## config.mk

```make
export PLATFORM = sky130hd
export DESIGN_NAME = beacon_presence_hysteresis_counter
export DESIGN_NICKNAME = d
export VERILOG_FILES = /design/src/hw/rtl/bphc_pkg.sv /design/src/hw/rtl/bphc_queue.sv /design/src/hw/rtl/bphc_front.sv /design/src/hw/rtl/bphc_back.sv /design/src/hw/rtl/beacon_presence_hysteresis_counter.sv
export SDC_FILE = /design/constraint.sdc
export NUM_CORES = 1
export LEC_CHECK = 0
export ABC_CLOCK_PERIOD_IN_PS = 7030
export BUFFER_PORTS_ARGS = -buffer_cell sky130_fd_sc_hd__buf_2
export CORE_ASPECT_RATIO = 0.7
export CORE_MARGIN = 10
export CORE_UTILIZATION = 53
export DETAILED_ROUTE_END_ITERATION = 8
export PLACE_DENSITY_LB_ADDON = 0.08
export SLEW_MARGIN = 10
export SYNTH_ARGS = -nofsm -noshare
export SYNTH_HDL_FRONTEND = slang
export SYNTH_SLANG_ARGS = --single-unit
```

## constraint.sdc

```tcl
create_clock -name i_clk -period 7.03 [get_ports i_clk]
set_input_delay 0.3515 -clock i_clk [delete_from_list [all_inputs] [get_ports i_clk]]
set_output_delay 0.3515 -clock i_clk [all_outputs]
set_load 0.03 [all_outputs]
```

## src/hw/rtl/bphc_pkg.sv

```systemverilog
// shared types and constants of the beacon presence hysteresis counter
package bphc_pkg;

    // beacon field widths
    localparam int MAC_BYTES = 6;
    localparam int MAC_W     = 8 * MAC_BYTES;
    localparam int LVL_W     = 12;
    localparam int CNT_OUT_W = 5;

    // table and queue sizing
    localparam int DEF_TABLE_DEPTH = 16;
    localparam int QUEUE_DEPTH     = 2;

    // configuration port
    localparam int REG_ADDR_W = 3;
    localparam int APB_DATA_W = 32;

    typedef logic signed [LVL_W-1:0] t_level;

    localparam t_level ENTER_RESET = -12'sd700;
    localparam t_level EXIT_RESET  = -12'sd750;

    // register indexes
    typedef enum logic [0:0] {
        REG_ENTER = 1'b0,
        REG_EXIT  = 1'b1
    } t_reg;

    // input transaction payload
    typedef struct packed {
        logic             entry_present;
        logic [MAC_W-1:0] beacon_mac;
        t_level           signal_level;
        logic             snapshot_end;
    } t_in_item;

    // result transaction payload
    typedef struct packed {
        logic [CNT_OUT_W-1:0] near_count;
        logic [CNT_OUT_W-1:0] tracked_count;
    } t_out_item;

    // command kinds handed from front to back
    typedef enum logic [1:0] {
        OP_UPDATE       = 2'd0,
        OP_CLOSE        = 2'd1,
        OP_UPDATE_CLOSE = 2'd2
    } t_op;

    typedef struct packed {
        t_op              op;
        logic [MAC_W-1:0] mac;
        t_level           level;
    } t_cmd;

    // table engine states
    typedef enum logic [1:0] {
        ST_IDLE    = 2'd0,
        ST_SEARCH  = 2'd1,
        ST_COMPACT = 2'd2,
        ST_FINISH  = 2'd3
    } t_back_state;

endpackage

```

## src/hw/rtl/bphc_queue.sv

```systemverilog
// short command queue between the front and the table engine
module bphc_queue
    import bphc_pkg::*;
(
    input  logic i_clk,
    input  logic i_rst_n,
    input  logic i_push_valid,
    output logic o_push_ready,
    input  t_cmd i_push_cmd,
    output logic o_pop_valid,
    input  logic i_pop_ready,
    output t_cmd o_pop_cmd
);

    localparam int PW = (QUEUE_DEPTH > 1) ? $clog2(QUEUE_DEPTH) : 1;
    localparam int FW = $clog2(QUEUE_DEPTH + 1);

    t_cmd          r_mem [QUEUE_DEPTH];
    logic [PW-1:0] r_wptr;
    logic [PW-1:0] r_rptr;
    logic [FW-1:0] r_fill;
    logic          push;
    logic          pop;

    assign o_push_ready = (r_fill != FW'(QUEUE_DEPTH));
    assign o_pop_valid  = (r_fill != '0);
    assign o_pop_cmd    = r_mem[r_rptr];
    assign push         = i_push_valid && o_push_ready;
    assign pop          = o_pop_valid && i_pop_ready;

    // storage
    always_ff @(posedge i_clk) begin
        if (push) begin
            r_mem[r_wptr] <= i_push_cmd;
        end
    end

    // pointers and fill level
    always_ff @(posedge i_clk) begin
        if (!i_rst_n) begin
            r_wptr <= '0;
            r_rptr <= '0;
            r_fill <= '0;
        end else begin
            if (push) begin
                r_wptr <= (r_wptr == PW'(QUEUE_DEPTH - 1)) ? '0 : r_wptr + PW'(1);
            end
            if (pop) begin
                r_rptr <= (r_rptr == PW'(QUEUE_DEPTH - 1)) ? '0 : r_rptr + PW'(1);
            end
            case ({push, pop})
                2'b10:   r_fill <= r_fill + FW'(1);
                2'b01:   r_fill <= r_fill - FW'(1);
                default: r_fill <= r_fill;
            endcase
        end
    end

endmodule

```

## src/hw/rtl/bphc_front.sv

```systemverilog
// input stage: accepts beacon items and turns them into table commands
module bphc_front
    import bphc_pkg::*;
(
    input  logic     i_clk,
    input  logic     i_rst_n,
    input  logic     i_in_valid,
    output logic     o_in_ready,
    input  t_in_item i_in_data,
    output logic     o_cmd_valid,
    input  logic     i_cmd_ready,
    output t_cmd     o_cmd
);

    logic r_vld;
    t_cmd r_cmd;
    t_op  op;
    logic keep;
    logic accept;
    logic push;

    // classify the item; items with no entry and no end mark do nothing
    always_comb begin
        op   = OP_UPDATE;
        keep = 1'b1;
        unique case ({i_in_data.entry_present, i_in_data.snapshot_end})
            2'b10:   op = OP_UPDATE;
            2'b01:   op = OP_CLOSE;
            2'b11:   op = OP_UPDATE_CLOSE;
            default: keep = 1'b0;
        endcase
    end

    assign o_in_ready  = !r_vld || i_cmd_ready;
    assign accept      = i_in_valid && o_in_ready;
    assign push        = r_vld && i_cmd_ready;
    assign o_cmd_valid = r_vld;
    assign o_cmd       = r_cmd;

    // command register
    always_ff @(posedge i_clk) begin
        if (!i_rst_n) begin
            r_vld <= 1'b0;
        end else begin
            if (push) begin
                r_vld <= 1'b0;
            end
            if (accept && keep) begin
                r_vld <= 1'b1;
            end
        end
    end

    always_ff @(posedge i_clk) begin
        if (accept && keep) begin
            r_cmd.op    <= op;
            r_cmd.mac   <= i_in_data.beacon_mac;
            r_cmd.level <= i_in_data.signal_level;
        end
    end

endmodule

```

## src/hw/rtl/bphc_back.sv

```systemverilog
// table engine: lookup, append, hysteresis update and end-of-snapshot compaction
module bphc_back
    import bphc_pkg::*;
#(
    parameter int TABLE_DEPTH = DEF_TABLE_DEPTH
) (
    input  logic      i_clk,
    input  logic      i_rst_n,
    input  t_level    i_enter,
    input  t_level    i_exit,
    input  logic      i_cmd_valid,
    output logic      o_cmd_ready,
    input  t_cmd      i_cmd,
    output logic      o_out_valid,
    input  logic      i_out_ready,
    output t_out_item o_out_data
);

    localparam int AW = (TABLE_DEPTH > 1) ? $clog2(TABLE_DEPTH) : 1;
    localparam int CW = $clog2(TABLE_DEPTH + 1);

    t_back_state r_state;
    t_back_state n_state;

    // mac storage, one read and one write per cycle
    logic [MAC_W-1:0]       r_mem [TABLE_DEPTH];
    logic [MAC_W-1:0]       r_mem_q;
    logic [TABLE_DEPTH-1:0] r_near;
    logic [TABLE_DEPTH-1:0] r_seen;

    logic [CW-1:0]    r_cnt;
    logic [CW-1:0]    r_idx;
    logic             r_cmp_vld;
    logic [AW-1:0]    r_cmp_idx;
    logic [CW-1:0]    r_wr_ptr;
    logic [CW-1:0]    r_nears;
    logic [MAC_W-1:0] r_mac;
    t_level           r_lvl;
    logic             r_close;
    logic             r_out_vld;
    t_out_item        r_out;

    logic             hit;
    logic             scan_left;
    logic             room;
    logic             miss_done;
    logic             compact_done;
    logic             rd_en;
    logic             pop;
    logic             out_free;
    logic             upd_en;
    logic [AW-1:0]    slot;
    logic             near_old;
    logic             near_new;
    logic             copy_en;
    logic             mem_we;
    logic [AW-1:0]    mem_waddr;
    logic [MAC_W-1:0] mem_wdata;
    logic [CW+CNT_OUT_W-1:0] nears_ext;
    logic [CW+CNT_OUT_W-1:0] kept_ext;

    // scan status
    assign hit          = r_cmp_vld && (r_mem_q == r_mac);
    assign scan_left    = (r_idx < r_cnt);
    assign room         = (r_cnt < CW'(TABLE_DEPTH));
    assign miss_done    = !hit && !scan_left;
    assign compact_done = !scan_left && !r_cmp_vld;
    assign out_free     = !r_out_vld || i_out_ready;
    assign pop          = i_cmd_valid && o_cmd_ready;

    // hysteresis on the matched or freshly appended slot
    assign slot     = hit ? r_cmp_idx : r_cnt[AW-1:0];
    assign near_old = hit ? r_near[r_cmp_idx] : 1'b0;
    assign upd_en   = (r_state == ST_SEARCH) && (hit || (miss_done && room));
    always_comb begin
        if (r_lvl >= i_enter) begin
            near_new = 1'b1;
        end else if (r_lvl < i_exit) begin
            near_new = 1'b0;
        end else begin
            near_new = near_old;
        end
    end

    // kept entry during compaction
    assign copy_en = (r_state == ST_COMPACT) && r_cmp_vld && r_seen[r_cmp_idx];

    // single write port shared by append and compaction
    assign mem_we    = (upd_en && !hit) || copy_en;
    assign mem_waddr = copy_en ? r_wr_ptr[AW-1:0] : r_cnt[AW-1:0];
    assign mem_wdata = copy_en ? r_mem_q : r_mac;

    // next state
    always_comb begin
        n_state = r_state;
        unique case (r_state)
            ST_IDLE: begin
                if (i_cmd_valid) begin
                    n_state = (i_cmd.op == OP_CLOSE) ? ST_COMPACT : ST_SEARCH;
                end
            end
            ST_SEARCH: begin
                if (hit || miss_done) begin
                    n_state = r_close ? ST_COMPACT : ST_IDLE;
                end
            end
            ST_COMPACT: begin
                if (compact_done) begin
                    n_state = ST_FINISH;
                end
            end
            ST_FINISH: begin
                if (out_free) begin
                    n_state = ST_IDLE;
                end
            end
            default: n_state = ST_IDLE;
        endcase
    end

    // state outputs
    always_comb begin
        o_cmd_ready = 1'b0;
        rd_en       = 1'b0;
        unique case (r_state)
            ST_IDLE:    o_cmd_ready = 1'b1;
            ST_SEARCH:  rd_en = scan_left && !hit;
            ST_COMPACT: rd_en = scan_left;
            ST_FINISH:  rd_en = 1'b0;
            default:    rd_en = 1'b0;
        endcase
    end

    always_ff @(posedge i_clk) begin
        if (!i_rst_n) begin
            r_state <= ST_IDLE;
        end else begin
            r_state <= n_state;
        end
    end

    // mac memory
    always_ff @(posedge i_clk) begin
        if (mem_we) begin
            r_mem[mem_waddr] <= mem_wdata;
        end
        if (rd_en) begin
            r_mem_q <= r_mem[r_idx[AW-1:0]];
        end
    end

    // latch the command being worked on
    always_ff @(posedge i_clk) begin
        if (pop) begin
            r_mac   <= i_cmd.mac;
            r_lvl   <= i_cmd.level;
            r_close <= (i_cmd.op != OP_UPDATE);
        end
    end

    // scan counters, flags and table size
    always_ff @(posedge i_clk) begin
        if (!i_rst_n) begin
            r_cnt     <= '0;
            r_idx     <= '0;
            r_cmp_vld <= 1'b0;
            r_cmp_idx <= '0;
            r_wr_ptr  <= '0;
            r_nears   <= '0;
            r_near    <= '0;
            r_seen    <= '0;
        end else begin
            // read pipeline of the scan
            if (rd_en) begin
                r_cmp_vld <= 1'b1;
                r_cmp_idx <= r_idx[AW-1:0];
                r_idx     <= r_idx + CW'(1);
            end else begin
                r_cmp_vld <= 1'b0;
            end
            // lookup result
            if (upd_en) begin
                r_near[slot] <= near_new;
                r_seen[slot] <= 1'b1;
                if (!hit) begin
                    r_cnt <= r_cnt + CW'(1);
                end
            end
            // compaction copy
            if (copy_en) begin
                r_near[r_wr_ptr[AW-1:0]] <= r_near[r_cmp_idx];
                r_wr_ptr <= r_wr_ptr + CW'(1);
                r_nears  <= r_nears + CW'(r_near[r_cmp_idx]);
            end
            // snapshot closed
            if (r_state == ST_FINISH && out_free) begin
                r_cnt  <= r_wr_ptr;
                r_seen <= '0;
            end
            // fresh scan on entering search or compaction
            if (n_state != r_state &&
                (n_state == ST_SEARCH || n_state == ST_COMPACT)) begin
                r_idx     <= '0;
                r_cmp_vld <= 1'b0;
                r_wr_ptr  <= '0;
                r_nears   <= '0;
            end
        end
    end

    // result register, counts cut to the field width
    assign nears_ext = {{CNT_OUT_W{1'b0}}, r_nears};
    assign kept_ext  = {{CNT_OUT_W{1'b0}}, r_wr_ptr};

    always_ff @(posedge i_clk) begin
        if (!i_rst_n) begin
            r_out_vld <= 1'b0;
        end else if (r_state == ST_FINISH && out_free) begin
            r_out_vld <= 1'b1;
        end else if (i_out_ready) begin
            r_out_vld <= 1'b0;
        end
    end

    always_ff @(posedge i_clk) begin
        if (r_state == ST_FINISH && out_free) begin
            r_out.near_count    <= nears_ext[CNT_OUT_W-1:0];
            r_out.tracked_count <= kept_ext[CNT_OUT_W-1:0];
        end
    end

    assign o_out_valid = r_out_vld;
    assign o_out_data  = r_out;

endmodule

```

## src/hw/rtl/beacon_presence_hysteresis_counter.sv

```systemverilog
// top level of the beacon presence hysteresis counter
//
// Input channel (i_in_valid / o_in_ready / i_in_data) takes one beacon entry
// per transaction: MAC, RSSI in tenths of a dBm, an entry flag and an end mark.
// A transaction with the end mark closes the snapshot and yields exactly one
// result transaction (near count, tracked count) on the output channel
// (o_out_valid / i_out_ready / o_out_data); all others yield none.
// The thresholds sit behind an APB-style port: enter at 0x0, exit at 0x4.
// An item passes a command register and a two-entry queue, then the table
// engine scans the stored MACs through a registered memory read: an entry
// item is compared against the tracked MACs until a match or the end of the
// table, and a closing item adds a compaction pass before the result shows.
// The scan of the table sets the rate.
// The front keeps accepting while the engine is busy, until the queue fills.
// A result waiting on a stalled receiver holds in the output register; the
// engine still processes further entries and only the next close waits.
// Reset empties the table, clears all flags and restores the thresholds
// to -70.0 and -75.0 dBm; the MAC store itself needs no clearing.
module beacon_presence_hysteresis_counter
    import bphc_pkg::*;
#(
    parameter int TABLE_DEPTH = DEF_TABLE_DEPTH
) (
    input  logic                  i_clk,
    input  logic                  i_rst_n,
    input  logic                  i_in_valid,
    output logic                  o_in_ready,
    input  t_in_item              i_in_data,
    output logic                  o_out_valid,
    input  logic                  i_out_ready,
    output t_out_item             o_out_data,
    input  logic                  psel,
    input  logic                  penable,
    input  logic                  pwrite,
    input  logic [REG_ADDR_W-1:0] paddr,
    input  logic [APB_DATA_W-1:0] pwdata,
    output logic [APB_DATA_W-1:0] prdata,
    output logic                  pready
);

    t_level r_enter;
    t_level r_exit;
    t_reg   reg_sel;
    logic   cfg_wr;

    logic   f_cmd_valid;
    logic   f_cmd_ready;
    t_cmd   f_cmd;
    logic   q_cmd_valid;
    logic   q_cmd_ready;
    t_cmd   q_cmd;

    // configuration registers
    assign pready  = 1'b1;
    assign cfg_wr  = psel && penable && pwrite && pready;
    assign reg_sel = t_reg'(paddr[2]);

    always_ff @(posedge i_clk) begin
        if (!i_rst_n) begin
            r_enter <= ENTER_RESET;
            r_exit  <= EXIT_RESET;
        end else if (cfg_wr) begin
            unique case (reg_sel)
                REG_ENTER: r_enter <= pwdata[LVL_W-1:0];
                REG_EXIT:  r_exit  <= pwdata[LVL_W-1:0];
                default:   r_enter <= r_enter;
            endcase
        end
    end

    // register read-back, sign extended
    always_comb begin
        unique case (reg_sel)
            REG_ENTER: prdata = {{(APB_DATA_W - LVL_W){r_enter[LVL_W-1]}}, r_enter};
            REG_EXIT:  prdata = {{(APB_DATA_W - LVL_W){r_exit[LVL_W-1]}}, r_exit};
            default:   prdata = '0;
        endcase
    end

    bphc_front u_front (
        .i_clk       (i_clk),
        .i_rst_n     (i_rst_n),
        .i_in_valid  (i_in_valid),
        .o_in_ready  (o_in_ready),
        .i_in_data   (i_in_data),
        .o_cmd_valid (f_cmd_valid),
        .i_cmd_ready (f_cmd_ready),
        .o_cmd       (f_cmd)
    );

    bphc_queue u_queue (
        .i_clk        (i_clk),
        .i_rst_n      (i_rst_n),
        .i_push_valid (f_cmd_valid),
        .o_push_ready (f_cmd_ready),
        .i_push_cmd   (f_cmd),
        .o_pop_valid  (q_cmd_valid),
        .i_pop_ready  (q_cmd_ready),
        .o_pop_cmd    (q_cmd)
    );

    bphc_back #(
        .TABLE_DEPTH (TABLE_DEPTH)
    ) u_back (
        .i_clk       (i_clk),
        .i_rst_n     (i_rst_n),
        .i_enter     (r_enter),
        .i_exit      (r_exit),
        .i_cmd_valid (q_cmd_valid),
        .o_cmd_ready (q_cmd_ready),
        .i_cmd       (q_cmd),
        .o_out_valid (o_out_valid),
        .i_out_ready (i_out_ready),
        .o_out_data  (o_out_data)
    );

endmodule

```

### After elaboration in Yosys (flattened, before gate mapping)

Memories as Yosys holds them, arrays and structs flattened. A register that Yosys moved wholly into a read port is not among the register bits.
Cells that the tools add are included.

| word-level totals | value |
|---|---|
| memories | 2 |
| bits in latches | 0 |
| ROM bits | 0 |
| register bits after elaboration | 222 |
| logic and storage cells | 152 |
| output and inout port bits | 45 |
| input port bits | 104 |
| RAM bits | 892 |

| cells by class | value |
|---|---|
| divide/modulo/power cells | 0 |
| mux-type cells | 48 |
| shifts and indexed selects | 0 |
| multiply operators | 0 |
| reduce and logical (&&, ||, !) cells | 43 |
| magnitude comparators | 9 |
| equality and inequality tests | 15 |
| bitwise gates (word level) | 3 |
| add/subtract/negate cells | 8 |

Memory list:

| name | words | bits a word | rd ports | clocked after memory_dff | wr ports | RTL line | source |
|---|---|---|---|---|---|---|---|
| u_back.r_mem | 16 | 48 | 1 | 1 | 1 | bphc_back.sv:26 | `logic [MAC_W-1:0] r_mem [TABLE_DEPTH];` |
| u_queue.r_mem | 2 | 62 | 1 | 1 | 1 | bphc_queue.sv:18 | `t_cmd r_mem [QUEUE_DEPTH];` |

Operators with widths:

| kind | number |
|---|---|
| case mux 32 bit (2 select lines) | 1 |
| == test 48 bit | 1 |
| two-way mux 16 bit | 3 |
| two-way mux 48 bit | 1 |
| bitwise mux 16 bit | 2 |
| two-way mux 1 bit | 22 |
| logical AND 1 bit | 19 |
| bitwise OR 16 bit | 1 |
| adder 5 x 1 -> 5 bit, second input constant | 3 |
| < comparator 4 x 5 -> 1 bit, second input constant | 3 |
| two-way mux 5 bit | 3 |
| == test 2 bit, second input constant | 6 |
| greater-or-equal comparator 12 bit | 1 |
| < comparator 12 bit | 1 |
| two-way mux 2 bit | 6 |
| nonzero test 2 bit | 6 |
| == test 2 x 1 -> 1 bit, second input constant | 5 |
| binary-select mux 1 bit (select 4 bit) | 2 |
| demux 1 bit (select 4 bit) | 2 |
| greater-or-equal comparator 4 x 1 -> 1 bit, second input constant | 2 |
| two-way mux 4 bit | 2 |
| case mux 2 bit (2 select lines) | 2 |
| case mux 2 bit (4 select lines) | 1 |
| logical OR 1 bit | 6 |
| 15 further kinds | 25 |

### Longest topological paths before layout

Gate-level depths: netlist of the first run.

| depth | value |
|---|---|
| word-level depth | 12 |
| depth in mapped cells | 12 |
| depth with buffers taken out | 11 |

### Modules after synthesis

Synthesis of the first run repeated with hierarchy kept, for this count alone.

| unflattened totals | value |
|---|---|
| cells, all modules | 2358 |
| area total of the unflattened synthesis | 45498.6 sq um |

By module, submodules not included:

| module | sequential area each (sq um) | cells an instance | area an instance (sq um) | instances |
|---|---|---|---|---|
| bphc_back | 27836.7 | 1939 | 37581.0 | 1 |
| bphc_queue | 3823.7 | 217 | 4692.0 | 1 |
| bphc_front | 1881.8 | 69 | 1934.4 | 1 |
| beacon_presence_hysteresis_counter | 480.5 | 133 | 1291.2 | 1 |

### Worst setup path before layout of the first run

No wires, ideal clock.

| timing | value |
|---|---|
| kind | register to register |
| start point | register u_back.r_cmp_idx[0] |
| end point | memory u_back.r_mem[13][0] in the netlist's numbering, enable pin |
| setup time | 0.454 ns |
| stages on the path, launching flop included | 9 |
| data arrival time | 4.454 ns |
| path buffers | 3 |
| data required time | 6.576 ns |
| period minus slack after synthesis | 4.907 ns |
| slack | 2.123 ns |
| path through | dfxtp_1 -> buf_2 -> mux4_2 -> mux4_2 -> nand3_1 -> buf_2 -> buf_2 -> a31oi_1 -> nor2_1 |

| between the ends | value |
|---|---|
| longest elaborated chain between the ends | 6 |
| elaborated cells between the ends (all ways) | 7 |
| those cells by class | 5 x mux; 2 x reduce/logical |

RTL lines:

| what | RTL line | source |
|---|---|---|
| start: declaration | bphc_back.sv:34 | `logic [AW-1:0] r_cmp_idx;` |
| start signal: assignment | bphc_back.sv:176 | `r_cmp_idx <= r_idx[AW-1:0];` |
| binary-select mux 1 bit (select 4 bit) (*) | bphc_back.sv:86 | `assign copy_en = (r_state == ST_COMPACT) && r_cmp_vld && r_seen[r_cmp_idx];` |
| two-way mux 1 bit (implied by the code) (*) | bphc_back.sv:86 |  |
| logical AND 1 bit (*) | bphc_back.sv:86 |  |
| logical OR 1 bit | bphc_back.sv:89 | `assign mem_we = (upd_en && !hit) \|\| copy_en;` |
| two-way mux 1 bit | bphc_back.sv:144 | `if (mem_we) begin` |
| two-way mux 1 bit (implied by the code) | bphc_back.sv:145 | `r_mem[mem_waddr] <= mem_wdata;` |
| end: declaration | bphc_back.sv:26 |  |

Mark *: on every way between the ends. The rest lies on a longest branch, timed or not. The select of a mux whose other input is x is not followed.

### Worst setup path in the final report of the first run

| timing | value |
|---|---|
| start point | register u_back.r_mac[32] |
| end point | memory u_back.r_mem[3][24] in the netlist's numbering, enable pin |

| between the ends | value |
|---|---|
| longest elaborated chain between the ends | 11 |

RTL lines:

| what | RTL line | source |
|---|---|---|
| start: declaration | bphc_back.sv:37 | `logic [MAC_W-1:0] r_mac;` |
| start signal: assignment | bphc_back.sv:155 | `r_mac <= i_cmd.mac;` |
| == test 48 bit (*) | bphc_back.sv:63 | `assign hit = r_cmp_vld && (r_mem_q == r_mac);` |
| logical AND 1 bit (*) | bphc_back.sv:63 |  |
| logical NOT 1 bit | bphc_back.sv:66, bphc_back.sv:89 |  |
| logical AND 1 bit | bphc_back.sv:66 | `assign miss_done = !hit && !scan_left;` |
| logical AND 1 bit | bphc_back.sv:74 | `assign upd_en = (r_state == ST_SEARCH) && (hit \|\| (miss_done && room));` |
| logical OR 1 bit | bphc_back.sv:74 |  |
| logical AND 1 bit | bphc_back.sv:74 |  |
| logical AND 1 bit (*) | bphc_back.sv:89 |  |
| logical OR 1 bit (*) | bphc_back.sv:89 |  |
| two-way mux 1 bit (*) | bphc_back.sv:144 |  |
| two-way mux 1 bit (implied by the code) (*) | bphc_back.sv:145 |  |

Mark *: on every way between the ends. The rest lies on a longest branch, timed or not.

==> results of run 1 <==
path summary, 6_finish.rpt:
path | startpoint | to | slack (ns) | cells past startpoint
worst max-delay path | u_back.r_mac[32] | u_back.r_mem[3][24] | 2.14 | 9
worst min-delay path | i_in_valid | u_front.o_cmd_valid | 0.09 | 3
worst max register to register | u_back.r_mac[32] | u_back.r_mem[3][24] | 2.14 | 9
worst min register to register | u_front.o_cmd[52] | u_queue.r_mem[1][52] | 0.43 | 0
power groups by stage:
stage          combinational [mW]  clock, mW  sequential [mW]
2_1_floorplan                1.34          0             8.75
3_3_place_gp                 1.93          0             8.86
3_5_place_dp                 2.00          0             8.88
4_1_cts                      2.05       5.93             8.73
5_1_grt                      2.22       6.22             8.77
6_report                     2.04       5.82             8.73
cells by family after synthesis:
family	count (synthesis)	synth area share
flip-flops	1163	0.750
multiplexers	385	0.157
AND/OR/NAND/NOR	335	0.0365
buffers and inverters	176	0.0168
AO/OA/AOI/OAI	152	0.0206
XOR/XNOR	44	0.00849
adder cells (fa/ha/maj)	40	0.0110
other	1	0.0000826
layout make-up:
type,instances,area share
clock buffer,131,0.0540
inverter,57,0.00416
multi-input combinational,957,0.207
clock inverter,73,0.0141
tap,1137,0.0275
antenna,2,0.0000966
timing repair buffer,244,0.0354
sequential,1163,0.657
timing repair:
| item | CTS | global route |
|---|---|---|
| hold buffers | 76 | 0 |
| endpoints found under the setup margin | 0 | 0 |
| hold endpoints to repair | 87 | 0 |
cell usage in the layout (no fill, tap or decap), drive strengths merged, types with 21 or more instances in the layout:
cell	netlist	final
dfxtp	90	90
nand4	23	23
ha	40	40
xor2	25	25
inv	55	60
clkinv	2	55
nand2	102	102
mux2	108	108
mux4	249	249
dlygate4sd3	0	76
nor3	21	21
mux2i	28	28
nor2	75	75
o21ai	43	43
clkbuf	72	131
edfxtp	1073	1073
a21oi	55	55
nand2b	39	39
buf	47	168
tightest hold or removal path, stage by stage:
cell	delay, ns
buf_2	0.10
o21ai_0	0.18
a21oi_1	0.10
registers in the layout, summed over array words and instances, names as in the netlist, 16 cells and up, named ones only:
| name | count |
|---|---|
| u_back.r_mac | 48 |
| u_back.r_seen | 16 |
| u_queue.r_mem | 124 |
| u_back.r_near | 16 |
| u_back.r_mem | 768 |
| u_back.r_mem_q | 48 |
| u_front.o_cmd | 62 |
metrics by stage:
stage                     setup WS, ns  cell area, um2  power [mW]
after global placement            2.23           47500        10.8
after floorplan                   2.12           45400        10.1
after CTS                         2.19           51800        16.7
final                             2.14           51800        16.6
after global routing              2.05           51800        17.2
after detailed placement          2.22           47500        10.9
per-layer routing:
metal	vias up	GRT usage
met1	12023	0.310
met3	134	0.0352
met4	0	0.0471
met5	-	0
met2	754	0.330
li1	9710	-
synth_stat cells (all sizes together) (28+ instances only):
master,number
edfxtp,1073
mux4,249
mux2,108
nand2,102
dfxtp,90
nor2,75
clkbuf,72
a21oi,55
inv,55
buf,47
o21ai,43
ha,40
nand2b,39
mux2i,28
==> impl_results.md, run 1 <==
* Status: complete, but fails checks
* Failing checks: DRC
* Ys Warns at 0
* Number of buffers added on ports at 125
* Post-synthesis net count at 2440
* Inst Count DP at 3482
* Rows at 89
* Tmin final at 4.89 ns
* Routed metal-1 wire length at 46000 um
* Synthesized area at 45400 um2
* Maximum vdd drop at 0.000204 V
* CTS Buf Count at 108
* Async SR Flop Fraction at 0
* Avg Cell Area, Syn at 19.8 um2
* Post-synth EDFFs at 1073
* Register Area at 34000 um2
* Hold Fails Final Rpt at 0
* Fin util at 0.613
* Clock Sinks at 1163
* Die Span Y at 265 um
* Setup TNS at 0 ns
* HPWL Detailed at 57000 um
* Filler cell count in the final layout at 5948
* Post-cts resize count at 0
* Fmax at 205 MHz
* Psw at 4.12 mW
* Pin count of the biggest net entering global routing at 136
* Endpoint type of the worst setup path: register
* Post-synth top area cell: edfxtp_1
* Tightest Pin Transition at 1.19 ns
* Slowest cell on the critical path: a41oi_1
* Initial antenna violation count at 2
* RSZ-0062 raised after global routing: no
* CTS Root Cell: clkbuf_16
* Crit-path max FO at 23
* Depth of the CTS H-tree at 3
* Startpoint types: register
* Leakage power at 16.4 nW
* Clk Latency, worst-skew pair at 0.70 ns
* Met2 routed WL at 49300 um
* Worst Skew at 0.0434 ns
* Die ar. at 97900 um2
* Worst endpoint required time at 7.40 ns
* Sw frac at 0.249
* CP arrival at 5.26 ns
* Core area at 84500 um2
* Via/cell ratio at 6.01
* Worst path max stage delay at 0.85 ns
* Register area share after synthesis at 0.750
* Power share of the combinational group at 0.123
* Hold Path Class: primary input to register
* CP Cell Sequence: xor2_1, nor4_1, nand4_1, or4_4, nor3_4, nor4_2, a41oi_1, nor2_4, buf_4
* Met3 wire len at 6610 um
* Slew margin rel. at 0.208
* TritonCTS clock tree: yes
* Post-CTS Setup Bufs at 0
* Top cell type's share of synthesized area at 0.710
* Synth cell types at 62
* Drt drc at 1
* Synthesized flop and latch total at 1163
* First-pass GRT wire length at 154000 um
* Clock tree buffer depth at 3
* Total Wirelength at 104000 um
* Syn Inst Count at 2296
* Clock share of power at 0.351
* Antenna-violating nets left at 0
* CP delay by family, top: simple AND/OR/NAND/NOR gates
* Ranking of synthesized cells by area: edfxtp_1 (71%), mux4_2 (12%), dfxtp_1 (4.0%), mux2_2 (2.7%), ha_1 (1.1%)
* Clock Pin Slew Worst Setup and Hold Paths at 0.06 ns
* Drt first-iter violations at 2230
* Vias in the first global route at 22951
* Die X at 370 um
* Top sig layer: met4
* Drt first pass iters at 9
* Synth Flop Type: edfxtp_1
* Area of the multi-input gates at 10700 um2
* # IOs at 149
* Power Density at 320 nW/um2
* Maxcap violations at 0
* Total Routing Usage GR at 0.210
* Count of final setup violators at 0
* Synth-to-Final Area Change at 14.1%
* Cell Int Power at 12.5 mW
* Fraction of layout cells with a size suffix above 1 at 0.273
* Worst hold slack at 0.0900 ns
* Final slew viol count at 0
* Placer congestion estimate at 0.823
* Total Nets Final at 2675
* Average wire per standard cell at 27.5 um
* Layout Cells excl Fill at 3764
* Initial Util at 0.537
* Worst path bufs/invs at 1
* Fin crit share at 0.696
* Setup CP Type: register to register
* Overflow after GRT at 0
* Sequential Power Share at 0.526
* Routed via count at 22621
Power figures use the tool's default switching activity.
==> run 2, diff against run 1 <==
--- a/config.mk
+++ b/config.mk
@@ -5,7 +5,7 @@
 export SDC_FILE = /design/constraint.sdc
 export NUM_CORES = 1
 export LEC_CHECK = 0
-export ABC_CLOCK_PERIOD_IN_PS = 7030
+export ABC_CLOCK_PERIOD_IN_PS = 4500
 export BUFFER_PORTS_ARGS = -buffer_cell sky130_fd_sc_hd__buf_2
 export CORE_ASPECT_RATIO = 0.7
 export CORE_MARGIN = 10
==> constraint.sdc (replaced) <==
create_clock -name i_clk -period 4.5 [get_ports i_clk]
set_input_delay 0.225 -clock i_clk [delete_from_list [all_inputs] [get_ports i_clk]]
set_output_delay 0.225 -clock i_clk [all_outputs]
set_load 0.03 [all_outputs]
==> impl_results.md, run 2 (same netlist as run 1, synthesis figures left out) <==
* Tmin final at 4.00 ns
* Initial Util at 0.537
* Hold Path Class: primary input to register
* Via/cell ratio at 6.00
* CTS Buf Count at 105
* Finished Cell Area at 51900 um2
* Sequential Power Share at 0.530
* Slowest cell on the critical path: xor2_1
* Cell Int Power at 19.3 mW
* Hold bufs inserted after CTS at 77
* Die X at 370 um
* Setup CP Type: register to register
* Total Routing Usage GR at 0.210
* CTS Root Cell: clkbuf_16
* Slew margin rel. at 0.203
* Tightest Pin Transition at 1.19 ns
* Clock Pin Slew Worst Setup and Hold Paths at 0.06 ns
* Status: completed
* Pin count of the biggest net entering global routing at 121
* TritonCTS clock tree: yes
* Antenna-violating nets left at 0
* Crit-path max FO at 19
* Psw at 6.34 mW
* Die Span Y at 265 um
* Post-CTS Setup Bufs at 0
* Rows at 89
* Clock share of power at 0.341
* Layout Cells excl Fill at 3771
* Power share of the combinational group at 0.128
* Overflow after GRT at 0
* Fin crit share at 0.890
* Total placed instance area at 47800 um2
* Maxcap violations at 0
* Met2 routed WL at 48500 um
* Setup WS post-layout at 0.496 ns
* Hold Fails Final Rpt at 0
* Top sig layer: met4
* Count of final setup violators at 0
* Reg-to-Reg Start: u_back.r_mac[3]
* R2r setup slk at 0.50 ns
* Depth of the CTS H-tree at 3
* HPWL Detailed at 57200 um
* Post-cts resize count at 0
* Post-placement setup slack at 0.593 ns
* Total Nets Final at 2693
* Worst path max stage delay at 0.74 ns
* Clock tree buffer depth at 3
* Worst endpoint required time at 4.88 ns
* Design Power at 25.6 mW
* Power Density at 494 nW/um2
* Met3 wire len at 7130 um
* Drt first pass iters at 5
* Clk Latency, worst-skew pair at 0.69 ns
* Clock Sinks at 1163
* Final slew viol count at 0
* Die ar. at 97900 um2
* Worst hold slack at 0.0696 ns
* Largest reg by FF count: u_back.r_mem
* Leakage power at 16.4 nW
* Max reg flops at 768
* Initial antenna violation count at 1
* Routed via count at 22611
* Endpoint type of the worst setup path: register
* Maximum vdd drop at 0.000346 V
* Worst Skew at 0.0290 ns
* Total Wirelength at 103000 um
* Startpoint types: register
* # IOs at 149
* CP Cell Sequence: xor2_1, nor2_1, nand2_1, nor3_4, nor4_2, a31oi_1, nor2_4, buf_12
* Setup TNS at 0 ns
* First-pass GRT wire length at 153000 um
* Drt drc at 0
* Fmax at 250 MHz
* Placer congestion estimate at 0.876
* Hold path startpoint: i_rst_n
* Commonest cells after routing, fill and taps aside: edfxtp_1 (1073), mux4_2 (249), buf_2 (125), clkbuf_16 (109), mux2_2 (108)
* Average wire per standard cell at 27.4 um
* Fraction of layout cells with a size suffix above 1 at 0.274
* Vias in the first global route at 22853
* Fin util at 0.614
* CP arrival at 4.38 ns
* RSZ-0062 raised after global routing: no
* Sw frac at 0.247
* Drt first-iter violations at 2484
* Routed metal-1 wire length at 45300 um
* Crit path from: u_back.r_mac[3]
* Core area at 84500 um2
* Inst Count DP at 3502
* Synth-to-Final Area Change at 14.4%
* Number of buffers added on ports at 125
* Leading cell type in the layout, fill and taps excluded: edfxtp_1
==> run 2: power by group through the flow <==
stage / sequential, mW / combinational, mW / clock (mW)
after detailed placement: 13.8 / 3.20 / 0
after global routing: 13.6 / 3.54 / 9.37
final: 13.6 / 3.28 / 8.75
after CTS: 13.6 / 3.28 / 8.92
after global placement: 13.8 / 3.09 / 0
after floorplan: 13.7 / 2.09 / 0
==> run 2: path summary, 6_finish.rpt <==
check / end / depth (start not counted)
setup / recovery: u_back.r_mem[12][16] / 8
setup reg to reg: u_back.r_mem[12][16] / 8
hold reg to reg: u_queue.r_mem[1][0] / 0
hold / removal: r_enter[11] / 2
==> run 2: critical path, delay by kind of cell (launching register included) <==
family	cells	cell delay [ns]
AO/OA/AOI/OAI	1	0.52
flip-flops	1	0.43
buffers and inverters	1	0.28
AND/OR/NAND/NOR	5	1.71
XOR/XNOR	1	0.74
==> run 2: per-layer routing <==
layer / vias up / global-route usage
li1: 9721 / -
met1: 11917 / 0.310
met2: 813 / 0.325
met3: 160 / 0.0426
met4: 0 / 0.0473
met5: - / 0
==> run 2: final cells by class <==
type | instances | area (um2)
diodes | 1 | 2.50
inverters | 57 | 215
multi-input cells | 957 | 10700
clock inverters | 54 | 463
clock buffers | 137 | 2870
fillers | 5941 | 32600
repair buffers | 265 | 2140
flip-flops and latches | 1163 | 34000
well taps | 1137 | 1420
